`config.mk`:
```
export PLATFORM = sky130hd
export DESIGN_NAME = line_sensor_position_unit
export DESIGN_NICKNAME = d
export VERILOG_FILES = /design/src/rtl/lsp_pkg.sv /design/src/rtl/line_sensor_position_unit.sv /design/src/rtl/lsp_front.sv /design/src/rtl/lsp_queue.sv /design/src/rtl/lsp_div.sv /design/src/rtl/lsp_back.sv
export SDC_FILE = /design/constraint.sdc
export NUM_CORES = 2
export LEC_CHECK = 0
export BUFFER_PORTS_ARGS = -buffer_cell sky130_fd_sc_hd__buf_2
export CORE_MARGIN = 2
export CORE_UTILIZATION = 60
export CTS_BUF_LIST = sky130_fd_sc_hd__clkbuf_2
export DETAILED_ROUTE_END_ITERATION = 8
export PLACE_DENSITY = 0.88
export RECOVER_POWER = 25
export SYNTH_ARGS = -nofsm -noshare
export SYNTH_HDL_FRONTEND = slang
export SYNTH_SLANG_ARGS = --single-unit
```
`constraint.sdc`:
```
create_clock -name clk -period 7.5 [get_ports clk]
set_input_delay 2.25 -clock clk [delete_from_list [all_inputs] [get_ports clk]]
set_output_delay 2.25 -clock clk [all_outputs]
set_load 0.02 [all_outputs]
```
`src/rtl/lsp_pkg.sv`:
```
`default_nettype none

package lsp_pkg;

    localparam int DEF_SENSOR_COUNT = 16;
    localparam int DEF_SAMPLE_BITS  = 10;

    localparam int CMD_W   = 2;
    localparam int IDX_W   = 4;
    localparam int SMP_W   = 10;
    localparam int RANGE_W = 10;
    localparam int THR_W   = 12;
    localparam int MIN_W   = 13;
    localparam int SUM_W   = 14;
    localparam int CNT_W   = 5;
    localparam int RAW_W   = 11;
    localparam int SCL_W   = 12;
    localparam int MASK_W  = 16;
    localparam int WGT_W   = 11;
    localparam int PROD_W  = 24;

    localparam int QUEUE_DEPTH = 2;

    // serial divider operand widths
    localparam int DIV_N_W = 22;
    localparam int DIV_D_W = 11;

    localparam int POS_STEP     = 100;
    localparam int POS_LOW      = 100;
    localparam int POS_HIGH     = 1600;
    localparam int POS_SPAN     = POS_HIGH - POS_LOW;
    localparam int CAL_MIN_INIT = 5000;
    localparam int RANGE_RESET  = 100;

    // divide by POS_SPAN as a multiply by the rounded-up reciprocal and a shift;
    // exact for every dividend below 2**22
    localparam int SCL_SHIFT   = 33;
    localparam int SCL_RECIP_W = 23;
    localparam logic [SCL_RECIP_W-1:0] SCL_RECIP =
        SCL_RECIP_W'(((64'd1 << SCL_SHIFT) + 64'(POS_SPAN) - 64'd1) / 64'(POS_SPAN));

    typedef enum logic [CMD_W-1:0] {
        CMD_MEASURE    = 2'd0,
        CMD_CAL_START  = 2'd1,
        CMD_CAL_SAMPLE = 2'd2,
        CMD_CAL_FINISH = 2'd3
    } lsp_cmd_t;

    typedef struct packed {
        lsp_cmd_t           kind;
        logic               idx_ok;
        logic [IDX_W-1:0]   idx;
        logic [SMP_W-1:0]   smp;
        logic               last;
    } lsp_item_t;

    typedef struct packed {
        logic               start;
        logic [DIV_N_W-1:0] dividend;
        logic [DIV_D_W-1:0] divisor;
    } lsp_div_req_t;

    typedef struct packed {
        logic               done;
        logic [DIV_N_W-1:0] quotient;
    } lsp_div_rsp_t;

    // position weight of a sensor: (index + 1) * 100
    function automatic logic [WGT_W-1:0] lsp_weight(input logic [IDX_W-1:0] idx);
        logic [WGT_W-1:0] base;
        base = WGT_W'(idx) + WGT_W'(1);
        return WGT_W'(base * WGT_W'(POS_STEP));
    endfunction

endpackage

`default_nettype wire

```
`src/rtl/line_sensor_position_unit.sv`:
```
`default_nettype none

// Line bar position unit. Transactions enter through a two-entry queue and are
// executed one at a time. Calibration-sample, calibration-start and measure
// transactions that do not close a scan finish in the cycle they are popped, so
// back-to-back input flows at one per cycle while no walk or scan close is busy.
// Calibration finish walks the threshold table one sensor per cycle. A measure
// transaction that closes a scan with hits runs the 22-step serial divider for
// the average, then, for the scaling, a registered multiply, a reciprocal
// multiply and a sign and range adjustment; without hits the divider is skipped.
// The result waits for a free output register. No clearing pass after reset.
module line_sensor_position_unit #(
    parameter int SENSOR_COUNT = lsp_pkg::DEF_SENSOR_COUNT,
    parameter int SAMPLE_BITS  = lsp_pkg::DEF_SAMPLE_BITS
) (
    input  wire logic                          clk,
    input  wire logic                          rst_n,
    input  wire logic                          cfg_write,
    input  wire logic [lsp_pkg::RANGE_W-1:0]   cfg_data,
    input  wire logic                          in_valid,
    output logic                               in_ready,
    input  wire logic [lsp_pkg::CMD_W-1:0]     command,
    input  wire logic [lsp_pkg::IDX_W-1:0]     sensor_index,
    input  wire logic [lsp_pkg::SMP_W-1:0]     sample,
    input  wire logic                          last_in_scan,
    output logic                               out_valid,
    input  wire logic                          out_ready,
    output logic [lsp_pkg::RAW_W-1:0]          raw_position,
    output logic signed [lsp_pkg::SCL_W-1:0]   scaled_position,
    output logic                               line_seen,
    output logic [lsp_pkg::MASK_W-1:0]         hit_mask
);
    import lsp_pkg::*;

    lsp_item_t push_item;
    lsp_item_t head_item;
    logic      q_push, q_full, q_pop, q_empty;

    lsp_front #(
        .SENSOR_COUNT (SENSOR_COUNT),
        .SAMPLE_BITS  (SAMPLE_BITS)
    ) u_front (
        .in_valid     (in_valid),
        .in_ready     (in_ready),
        .command      (command),
        .sensor_index (sensor_index),
        .sample       (sample),
        .last_in_scan (last_in_scan),
        .q_full       (q_full),
        .q_push       (q_push),
        .q_item       (push_item)
    );

    lsp_queue #(
        .DEPTH (QUEUE_DEPTH)
    ) u_queue (
        .clk       (clk),
        .rst_n     (rst_n),
        .push      (q_push),
        .push_item (push_item),
        .full      (q_full),
        .pop       (q_pop),
        .head      (head_item),
        .empty     (q_empty)
    );

    lsp_back #(
        .SENSOR_COUNT (SENSOR_COUNT)
    ) u_back (
        .clk             (clk),
        .rst_n           (rst_n),
        .cfg_write       (cfg_write),
        .cfg_data        (cfg_data),
        .q_head          (head_item),
        .q_empty         (q_empty),
        .q_pop           (q_pop),
        .out_valid       (out_valid),
        .out_ready       (out_ready),
        .raw_position    (raw_position),
        .scaled_position (scaled_position),
        .line_seen       (line_seen),
        .hit_mask        (hit_mask)
    );

endmodule

`default_nettype wire

```
`src/rtl/lsp_front.sv`:
```
`default_nettype none

module lsp_front #(
    parameter int SENSOR_COUNT = lsp_pkg::DEF_SENSOR_COUNT,
    parameter int SAMPLE_BITS  = lsp_pkg::DEF_SAMPLE_BITS
) (
    input  wire logic                      in_valid,
    output logic                           in_ready,
    input  wire logic [lsp_pkg::CMD_W-1:0] command,
    input  wire logic [lsp_pkg::IDX_W-1:0] sensor_index,
    input  wire logic [lsp_pkg::SMP_W-1:0] sample,
    input  wire logic                      last_in_scan,
    input  wire logic                      q_full,
    output logic                           q_push,
    output lsp_pkg::lsp_item_t             q_item
);
    import lsp_pkg::*;

    localparam int KEEP_BITS = (SAMPLE_BITS < SMP_W) ? SAMPLE_BITS : SMP_W;
    localparam logic [SMP_W-1:0] SMP_KEEP = SMP_W'((1 << KEEP_BITS) - 1);

    lsp_cmd_t kind;

    assign kind     = lsp_cmd_t'(command);
    assign in_ready = !q_full;
    assign q_push   = in_valid && !q_full;

    always_comb
    begin
        q_item.kind   = kind;
        q_item.idx_ok = ({1'b0, sensor_index} < (IDX_W + 1)'(SENSOR_COUNT));
        q_item.idx    = sensor_index;
        q_item.smp    = sample & SMP_KEEP;
        // the scan marker only matters on a measure sample
        q_item.last   = last_in_scan && (kind == CMD_MEASURE);
    end

endmodule

`default_nettype wire

```
`src/rtl/lsp_queue.sv`:
```
`default_nettype none

module lsp_queue #(
    parameter int DEPTH = lsp_pkg::QUEUE_DEPTH
) (
    input  wire logic               clk,
    input  wire logic               rst_n,
    input  wire logic               push,
    input  wire lsp_pkg::lsp_item_t push_item,
    output logic                    full,
    input  wire logic               pop,
    output lsp_pkg::lsp_item_t      head,
    output logic                    empty
);
    import lsp_pkg::*;

    localparam int PTR_W = (DEPTH > 1) ? $clog2(DEPTH) : 1;
    localparam int CNT_W_Q = $clog2(DEPTH + 1);

    lsp_item_t            store_reg [DEPTH];
    logic [PTR_W-1:0]     wr_ptr_reg, wr_ptr_next;
    logic [PTR_W-1:0]     rd_ptr_reg, rd_ptr_next;
    logic [CNT_W_Q-1:0]   cnt_reg, cnt_next;
    logic                 do_push, do_pop;

    assign full    = (cnt_reg == CNT_W_Q'(DEPTH));
    assign empty   = (cnt_reg == '0);
    assign head    = store_reg[rd_ptr_reg];
    assign do_push = push && !full;
    assign do_pop  = pop && !empty;

    always_comb
    begin
        wr_ptr_next = wr_ptr_reg;
        rd_ptr_next = rd_ptr_reg;
        cnt_next    = cnt_reg;
        if (do_push)
        begin
            wr_ptr_next = (wr_ptr_reg == PTR_W'(DEPTH - 1)) ? '0 : PTR_W'(wr_ptr_reg + 1'b1);
        end
        if (do_pop)
        begin
            rd_ptr_next = (rd_ptr_reg == PTR_W'(DEPTH - 1)) ? '0 : PTR_W'(rd_ptr_reg + 1'b1);
        end
        if (do_push && !do_pop)
        begin
            cnt_next = CNT_W_Q'(cnt_reg + 1'b1);
        end
        else if (do_pop && !do_push)
        begin
            cnt_next = CNT_W_Q'(cnt_reg - 1'b1);
        end
    end

    always_ff @(posedge clk or negedge rst_n)
    begin
        if (!rst_n)
        begin
            wr_ptr_reg <= '0;
            rd_ptr_reg <= '0;
            cnt_reg    <= '0;
        end
        else
        begin
            wr_ptr_reg <= wr_ptr_next;
            rd_ptr_reg <= rd_ptr_next;
            cnt_reg    <= cnt_next;
        end
    end

    always_ff @(posedge clk)
    begin
        if (do_push)
        begin
            store_reg[wr_ptr_reg] <= push_item;
        end
    end

endmodule

`default_nettype wire

```
`src/rtl/lsp_div.sv`:
```
`default_nettype none

module lsp_div (
    input  wire logic          clk,
    input  wire logic          rst_n,
    input  wire lsp_pkg::lsp_div_req_t req,
    output lsp_pkg::lsp_div_rsp_t rsp
);
    import lsp_pkg::*;

    localparam int STEP_W = $clog2(DIV_N_W);

    logic                 busy_reg, busy_next;
    logic                 done_reg, done_next;
    logic [STEP_W-1:0]    step_reg, step_next;
    logic [DIV_N_W-1:0]   quo_reg, quo_next;
    logic [DIV_D_W:0]     rem_reg, rem_next;
    logic [DIV_D_W-1:0]   dvs_reg, dvs_next;
    logic [DIV_D_W:0]     rem_sh;
    logic                 fits;

    // one quotient bit per cycle, restoring
    assign rem_sh = {rem_reg[DIV_D_W-1:0], quo_reg[DIV_N_W-1]};
    assign fits   = (rem_sh >= {1'b0, dvs_reg});

    assign rsp.done     = done_reg;
    assign rsp.quotient = quo_reg;

    always_comb
    begin
        busy_next = busy_reg;
        done_next = 1'b0;
        step_next = step_reg;
        quo_next  = quo_reg;
        rem_next  = rem_reg;
        dvs_next  = dvs_reg;
        if (req.start)
        begin
            busy_next = 1'b1;
            step_next = STEP_W'(DIV_N_W - 1);
            quo_next  = req.dividend;
            rem_next  = '0;
            dvs_next  = req.divisor;
        end
        else if (busy_reg)
        begin
            quo_next = {quo_reg[DIV_N_W-2:0], fits};
            rem_next = fits ? (DIV_D_W + 1)'(rem_sh - {1'b0, dvs_reg}) : rem_sh;
            if (step_reg == '0)
            begin
                busy_next = 1'b0;
                done_next = 1'b1;
            end
            else
            begin
                step_next = STEP_W'(step_reg - 1'b1);
            end
        end
    end

    always_ff @(posedge clk or negedge rst_n)
    begin
        if (!rst_n)
        begin
            busy_reg <= 1'b0;
            done_reg <= 1'b0;
            step_reg <= '0;
        end
        else
        begin
            busy_reg <= busy_next;
            done_reg <= done_next;
            step_reg <= step_next;
        end
    end

    always_ff @(posedge clk)
    begin
        quo_reg <= quo_next;
        rem_reg <= rem_next;
        dvs_reg <= dvs_next;
    end

endmodule

`default_nettype wire

```
`src/rtl/lsp_back.sv`:
```
`default_nettype none

module lsp_back #(
    parameter int SENSOR_COUNT = lsp_pkg::DEF_SENSOR_COUNT
) (
    input  wire logic                        clk,
    input  wire logic                        rst_n,
    input  wire logic                        cfg_write,
    input  wire logic [lsp_pkg::RANGE_W-1:0] cfg_data,
    input  wire lsp_pkg::lsp_item_t          q_head,
    input  wire logic                        q_empty,
    output logic                             q_pop,
    output logic                             out_valid,
    input  wire logic                        out_ready,
    output logic [lsp_pkg::RAW_W-1:0]        raw_position,
    output logic signed [lsp_pkg::SCL_W-1:0] scaled_position,
    output logic                             line_seen,
    output logic [lsp_pkg::MASK_W-1:0]       hit_mask
);
    import lsp_pkg::*;

    localparam int SI_W = (SENSOR_COUNT > 1) ? $clog2(SENSOR_COUNT) : 1;

    typedef enum logic [2:0] {
        ST_IDLE,
        ST_WALK,
        ST_DIV_AVG,
        ST_MUL,
        ST_SCL_GO,
        ST_SCL_ADJ,
        ST_EMIT
    } state_t;

    state_t                   state_reg, state_next;
    logic [RANGE_W-1:0]       range_reg, range_next;
    logic [THR_W-1:0]         thr_reg [SENSOR_COUNT];
    logic [THR_W-1:0]         thr_next [SENSOR_COUNT];
    logic [MIN_W-1:0]         min_reg [SENSOR_COUNT];
    logic [MIN_W-1:0]         min_next [SENSOR_COUNT];
    logic [SMP_W-1:0]         max_reg [SENSOR_COUNT];
    logic [SMP_W-1:0]         max_next [SENSOR_COUNT];
    logic [SUM_W-1:0]         sum_reg, sum_next;
    logic [CNT_W-1:0]         cnt_reg, cnt_next;
    logic [SENSOR_COUNT-1:0]  scan_mask_reg, scan_mask_next;
    logic [RAW_W-1:0]         held_reg, held_next;
    logic [SI_W-1:0]          walk_reg, walk_next;

    logic [RAW_W-1:0]         res_raw_reg, res_raw_next;
    logic                     res_seen_reg, res_seen_next;
    logic [SENSOR_COUNT-1:0]  res_mask_reg, res_mask_next;
    logic [SCL_W-1:0]         res_scl_reg, res_scl_next;
    logic [PROD_W-1:0]        prod_reg, prod_next;
    logic                     neg_reg, neg_next;
    logic [SCL_W-1:0]         scl_quo_reg, scl_quo_next;

    logic                     out_valid_reg, out_valid_next;
    logic [RAW_W-1:0]         out_raw_reg, out_raw_next;
    logic [SCL_W-1:0]         out_scl_reg, out_scl_next;
    logic                     out_seen_reg, out_seen_next;
    logic [MASK_W-1:0]        out_mask_reg, out_mask_next;

    lsp_div_req_t             div_req;
    lsp_div_rsp_t             div_rsp;

    logic [SI_W-1:0]          idx_a;
    logic                     hit;
    logic [SUM_W-1:0]         sum_upd;
    logic [CNT_W-1:0]         cnt_upd;
    logic [SENSOR_COUNT-1:0]  mask_upd;
    logic [RAW_W-1:0]         mul_mag;
    logic [PROD_W-1:0]        prod_full;
    logic [PROD_W+SCL_RECIP_W-1:0] recip_prod;
    logic [SCL_W-1:0]         quo_s, quo_signed;
    logic [MIN_W:0]           mid_sum;

    lsp_div u_div (
        .clk   (clk),
        .rst_n (rst_n),
        .req   (div_req),
        .rsp   (div_rsp)
    );

    assign idx_a = q_head.idx[SI_W-1:0];
    assign hit   = q_head.idx_ok
                   && (THR_W'(q_head.smp) > thr_reg[idx_a])
                   && !scan_mask_reg[idx_a];

    always_comb
    begin
        sum_upd  = sum_reg;
        cnt_upd  = cnt_reg;
        mask_upd = scan_mask_reg;
        if (hit)
        begin
            sum_upd         = SUM_W'(sum_reg + SUM_W'(lsp_weight(q_head.idx)));
            cnt_upd         = CNT_W'(cnt_reg + 1'b1);
            mask_upd[idx_a] = 1'b1;
        end
    end

    // |raw - 100| * 2R, divided by 1500, with the sign restored afterwards
    assign mul_mag    = (res_raw_reg >= RAW_W'(POS_LOW))
                        ? RAW_W'(res_raw_reg - RAW_W'(POS_LOW))
                        : RAW_W'(RAW_W'(POS_LOW) - res_raw_reg);
    assign prod_full  = PROD_W'(mul_mag) * PROD_W'({range_reg, 1'b0});
    assign recip_prod = (PROD_W + SCL_RECIP_W)'(prod_reg)
                        * (PROD_W + SCL_RECIP_W)'(SCL_RECIP);
    assign quo_s      = recip_prod[SCL_SHIFT +: SCL_W];
    assign quo_signed = neg_reg ? SCL_W'(-scl_quo_reg) : scl_quo_reg;
    assign mid_sum   = (MIN_W + 1)'(min_reg[walk_reg]) + (MIN_W + 1)'(max_reg[walk_reg]);

    always_comb
    begin
        state_next     = state_reg;
        range_next     = cfg_write ? cfg_data : range_reg;
        thr_next       = thr_reg;
        min_next       = min_reg;
        max_next       = max_reg;
        sum_next       = sum_reg;
        cnt_next       = cnt_reg;
        scan_mask_next = scan_mask_reg;
        held_next      = held_reg;
        walk_next      = walk_reg;
        res_raw_next   = res_raw_reg;
        res_seen_next  = res_seen_reg;
        res_mask_next  = res_mask_reg;
        res_scl_next   = res_scl_reg;
        prod_next      = prod_reg;
        neg_next       = neg_reg;
        scl_quo_next   = scl_quo_reg;
        out_valid_next = out_valid_reg && !out_ready;
        out_raw_next   = out_raw_reg;
        out_scl_next   = out_scl_reg;
        out_seen_next  = out_seen_reg;
        out_mask_next  = out_mask_reg;
        div_req        = '0;
        q_pop          = 1'b0;

        case (state_reg)
            ST_IDLE:
            begin
                if (!q_empty)
                begin
                    q_pop = 1'b1;
                    case (q_head.kind)
                        CMD_CAL_START:
                        begin
                            for (int i = 0; i < SENSOR_COUNT; i++)
                            begin
                                min_next[i] = MIN_W'(CAL_MIN_INIT);
                                max_next[i] = '0;
                            end
                        end
                        CMD_CAL_SAMPLE:
                        begin
                            if (q_head.idx_ok)
                            begin
                                if (min_reg[idx_a] > MIN_W'(q_head.smp))
                                begin
                                    min_next[idx_a] = MIN_W'(q_head.smp);
                                end
                                if (max_reg[idx_a] < q_head.smp)
                                begin
                                    max_next[idx_a] = q_head.smp;
                                end
                            end
                        end
                        CMD_CAL_FINISH:
                        begin
                            walk_next  = '0;
                            state_next = ST_WALK;
                        end
                        default:
                        begin
                            sum_next       = sum_upd;
                            cnt_next       = cnt_upd;
                            scan_mask_next = mask_upd;
                            if (q_head.last)
                            begin
                                // close the scan: latch result fields, clear accumulators
                                res_seen_next  = (cnt_upd != '0);
                                res_mask_next  = mask_upd;
                                sum_next       = '0;
                                cnt_next       = '0;
                                scan_mask_next = '0;
                                if (cnt_upd != '0)
                                begin
                                    div_req.start    = 1'b1;
                                    div_req.dividend = DIV_N_W'(sum_upd);
                                    div_req.divisor  = DIV_D_W'(cnt_upd);
                                    state_next       = ST_DIV_AVG;
                                end
                                else
                                begin
                                    res_raw_next = held_reg;
                                    state_next   = ST_MUL;
                                end
                            end
                        end
                    endcase
                end
            end
            ST_WALK:
            begin
                thr_next[walk_reg] = THR_W'(mid_sum >> 1);
                if (walk_reg == SI_W'(SENSOR_COUNT - 1))
                begin
                    state_next = ST_IDLE;
                end
                else
                begin
                    walk_next = SI_W'(walk_reg + 1'b1);
                end
            end
            ST_DIV_AVG:
            begin
                if (div_rsp.done)
                begin
                    held_next    = div_rsp.quotient[RAW_W-1:0];
                    res_raw_next = div_rsp.quotient[RAW_W-1:0];
                    state_next   = ST_MUL;
                end
            end
            ST_MUL:
            begin
                prod_next  = prod_full;
                neg_next   = (res_raw_reg < RAW_W'(POS_LOW));
                state_next = ST_SCL_GO;
            end
            ST_SCL_GO:
            begin
                scl_quo_next = quo_s;
                state_next   = ST_SCL_ADJ;
            end
            ST_SCL_ADJ:
            begin
                res_scl_next = SCL_W'(quo_signed - SCL_W'(range_reg));
                state_next   = ST_EMIT;
            end
            ST_EMIT:
            begin
                // hold until the output register is free
                if (!out_valid_reg || out_ready)
                begin
                    out_valid_next = 1'b1;
                    out_raw_next   = res_raw_reg;
                    out_scl_next   = res_scl_reg;
                    out_seen_next  = res_seen_reg;
                    out_mask_next  = MASK_W'(res_mask_reg);
                    state_next     = ST_IDLE;
                end
            end
            default:
            begin
                state_next = ST_IDLE;
            end
        endcase
    end

    always_ff @(posedge clk or negedge rst_n)
    begin
        if (!rst_n)
        begin
            state_reg     <= ST_IDLE;
            range_reg     <= RANGE_W'(RANGE_RESET);
            for (int i = 0; i < SENSOR_COUNT; i++)
            begin
                thr_reg[i] <= '0;
                min_reg[i] <= MIN_W'(CAL_MIN_INIT);
                max_reg[i] <= '0;
            end
            sum_reg       <= '0;
            cnt_reg       <= '0;
            scan_mask_reg <= '0;
            held_reg      <= '0;
            walk_reg      <= '0;
            out_valid_reg <= 1'b0;
        end
        else
        begin
            state_reg     <= state_next;
            range_reg     <= range_next;
            thr_reg       <= thr_next;
            min_reg       <= min_next;
            max_reg       <= max_next;
            sum_reg       <= sum_next;
            cnt_reg       <= cnt_next;
            scan_mask_reg <= scan_mask_next;
            held_reg      <= held_next;
            walk_reg      <= walk_next;
            out_valid_reg <= out_valid_next;
        end
    end

    always_ff @(posedge clk)
    begin
        res_raw_reg  <= res_raw_next;
        res_seen_reg <= res_seen_next;
        res_mask_reg <= res_mask_next;
        res_scl_reg  <= res_scl_next;
        prod_reg     <= prod_next;
        neg_reg      <= neg_next;
        scl_quo_reg  <= scl_quo_next;
        out_raw_reg  <= out_raw_next;
        out_scl_reg  <= out_scl_next;
        out_seen_reg <= out_seen_next;
        out_mask_reg <= out_mask_next;
    end

    assign out_valid       = out_valid_reg;
    assign raw_position    = out_raw_reg;
    assign scaled_position = $signed(out_scl_reg);
    assign line_seen       = out_seen_reg;
    assign hit_mask        = out_mask_reg;

    a_cnt_matches_mask: assert property (@(posedge clk) disable iff (!rst_n)
        cnt_reg == CNT_W'($countones(scan_mask_reg)))
        else $error("hit count disagrees with scan mask");

    a_seen_matches_mask: assert property (@(posedge clk) disable iff (!rst_n)
        out_valid_reg |-> (out_seen_reg == (out_mask_reg != '0)))
        else $error("line_seen disagrees with hit_mask");

    a_div_done_waited: assert property (@(posedge clk) disable iff (!rst_n)
        div_rsp.done |-> (state_reg == ST_DIV_AVG))
        else $error("divider finished with nobody waiting");

endmodule

`default_nettype wire
```
==> impl_metrics.json <==
{
  "syn_inst": 5003,
  "core-area_mm2": 0.08342,
  "pre_cts_slack_ps": 295.1,
  "p_switching_uw": 4188,
  "rsz0062_at_grt": "no",
  "cp_max_fo": 14,
  "worstPathArrival_ps": 8340,
  "hold_path.class": "register to register",
  "finalCritPeriodShare": 0.9508,
  "clk_latency_ps": 1560,
  "yosysUniqueCellTypes": 86,
  "synthTopCellsByArea": "dfrtp_1, edfxtp_1, fa_1, ha_1, nand2_1",
  "ys_async_sr_fraction": 0.7637,
  "antenna_found_initial": 8,
  "ant_nets": 0,
  "drive_gt1_frac": 0.1438,
  "clock_sinks": 787,
  "vias_per_cell": 6.613,
  "worst_slack_ps": 368.7,
  "endpoint_kind": "register",
  "start_util": 0.6050,
  "die_w_um": 294.0,
  "routed_wl_um": 146800,
  "post-route-min-period_ps": 7131,
  "relSlewSlack": -2.447,
  "ir_worst_vdd_v": 0.0002385,
  "syn_area_mm2": 0.05047,
  "vias": 41400,
  "power.leakage_uw": 0.02348,
  "cts-buffers-inserted": 198,
  "fmax_mhz": 140.2,
  "status": "complete, but fails checks",
  "finalClockSkew_ps": 145.5,
  "htree_num_levels": 4,
  "first_iter_violations": 5632,
  "setup_viol": 0,
  "rows": 106,
  "cell_internal_pwr_uw": 6991,
  "drc": 0,
  "rr_worst_depth": 24,
  "synth-seq-cells": 787,
  "synth_nets": 5565,
  "path_clk_slew_ps": 120,
  "gp_congestion": 0.9910,
  "grt_pass1_wl_um": 229300,
  "pwr-share-comb": 0.312,
  "ios": 74,
  "setup_tns_ps": 0,
  "whs_path_depth": 0,
  "grt_pass1_vias": 41380,
  "grt.total_usage": 0.3416,
  "die_h_um": 294.0,
  "dp.final_hpwl_um": 99160,
  "p_clk_frac": 0.277,
  "gr-total-overflow": 0,
  "cp.required_ps": 8710,
  "root_buffer": "clkbuf_2",
  "nNetsFinal": 5578,
  "netSwitchingFraction": 0.3746,
  "ys.flop_type": "dfrtp_1",
  "hold_viol": 0,
  "largest_reg_flops": 192,
  "syn_area_per_cell_um2": 10.09,
  "failed_checks": "capacitance limit, slew limit",
  "synth_edf_count": 175,
  "seqPwrFrac": 0.410,
  "syn_to_final_growth_pct": 6.089,
  "worst_slew_pin_slew_ps": 5170,
  "synth_top_area_share": 0.2568,
  "yosys.area.top_type": "dfrtp_1",
  "die_area_mm2": 0.08645,
  "cts_tree": "done",
  "grt_max_degree": 177,
  "cap_violations": 2,
  "powerDensity_mw_per_mm2": 208.8,
  "numPortBuffers": 73,
  "crit_path_start_kind": "register",
  "maxSlewViolCount": 207,
  "yosysWarnings": 0,
  "postCtsSetupRepairBufs": 0,
  "yosysSeqAreaShare": 0.4085,
  "firstDrtPassIters": 9,
  "criticalPathCategory": "register to register",
  "wl_per_cell_um": 23.46,
  "clk_path_buf_depth": 3
}
per-layer routing:
layer | global-route usage | routed length [um]
met5 | 0 | 114
met4 | 0.1931 | 8632
met3 | 0.1066 | 18500
met2 | 0.5205 | 66020
met1 | 0.4336 | 53590
through the flow:
stage | total power (uW) | hold slack [ps] | instances | util | instance area (um2)
floorplan | 7005 | 400.3 | 5003 | - | 50470
global placement | 7894 | 401.2 | 5896 | 0.6196 | 51690
detailed placement | 8034 | 404.5 | 5896 | 0.6196 | 51690
CTS | 11090 | 426.9 | 6254 | 0.6422 | 53580
global route | 11700 | 424.4 | 6257 | 0.6417 | 53540
finish | 11180 | 425.7 | 6260 | 0.6418 | 53540
synth_stat cells, types with 99 or more instances:
library cell,count
a21oi_1,130
o2bb2ai_1,179
nand2_1,933
clkbuf_1,261
o21ai_0,213
a311oi_1,136
ha_1,319
mux4_2,99
nor2_1,173
fa_1,211
nand3_1,215
inv_1,404
edfxtp_1,175
dfrtp_1,518
kinds of logic (layout without fill, tap and decap cells):
logic type / after synthesis / count (layout) / share of synthesized area
mux: 214 / 214 / 0.06956
other cells: 0 / 6 / 0
compound gates: 956 / 956 / 0.1363
xor+xnor: 105 / 105 / 0.01822
buf+inv: 735 / 906 / 0.05583
flops: 787 / 787 / 0.4085
fa+ha+maj: 530 / 530 / 0.1628
simple gates: 1676 / 1676 / 0.1488
critical path: stages, from the launching register on:
cell      delay (ps)
edfxtp_1         460
or3_1            490
o41ai_2          320
buf_4            250
o21ai_0          170
or3_1            430
xnor2_2          200
nand2_1          100
fa_1             510
inv_1             50
fa_1             510
fa_1             440
fa_1             560
inv_1             70
fa_1             530
inv_1             40
ha_1             360
a21oi_1          170
nor2b_1           70
a21oi_1          170
a21oi_1          110
or4_1            430
a31o_2           250
a21oi_1          170
xnor2_1           80
layout make-up:
class,count,area [um2]
well taps,1080,1351
clock inverters,43,306.5
diodes,6,15.01
repair buffers,141,947.2
clock buffers,315,1577
multi-input cells,3481,27180
flip-flops and latches,787,20630
inverters,407,1543
fillers,6321,29880
power by group through the flow:
stage                     registers (uW)  logic [uW]  clock network (uW)
final                               4580        3490                3100
after global placement              4660        3230                   0
after global routing                4590        3770                3340
after floorplan                     4630        2370                   0
after detailed placement            4670        3370                   0
after CTS                           4580        3390                3120
final timing paths:
check / slack, ps / to / start
setup reg to reg: 370 / u_back.prod_reg[20] / u_back.res_raw_reg[7]
hold / removal: 430 / u_back.hit_mask[14] / u_back.res_mask_reg[14]
max in group asynchronous: 930 / u_back.max_reg[155] / rst_n
setup / recovery: 370 / u_back.prod_reg[20] / u_back.res_raw_reg[7]
min in group asynchronous: 2670 / u_back.u_div.done_reg / rst_n
hold reg to reg: 430 / u_back.hit_mask[14] / u_back.res_mask_reg[14]
repair_timing:
action | CTS | global route
endpoints found under the setup margin | 0 | 3
hold buffers | 0 | 0
resized for setup | 0 | 3
layout by cell type (no fill, tap or decap), types with 30 or more instances in the layout:
cell / instances
xnor2_1: 73
a21oi_1: 130
edfxtp_1: 175
and2_1: 90
and3_1: 73
ha_1: 318
nand3_1: 215
xor2_1: 30
clkbuf_2: 315
a31oi_1: 42
buf_2: 55
nor2_1: 172
a311oi_1: 136
fa_1: 211
a21o_1: 50
mux2_2: 71
o21ai_0: 213
mux2i_1: 36
dfstp_2: 83
nor3_1: 45
inv_1: 404
mux4_2: 99
a32o_1: 33
nor3b_1: 49
o311ai_0: 43
nand2_1: 933
buf_4: 53
o2bb2ai_1: 178
dfrtp_1: 514
No activity file was read; power rests on OpenSTA's default activity.
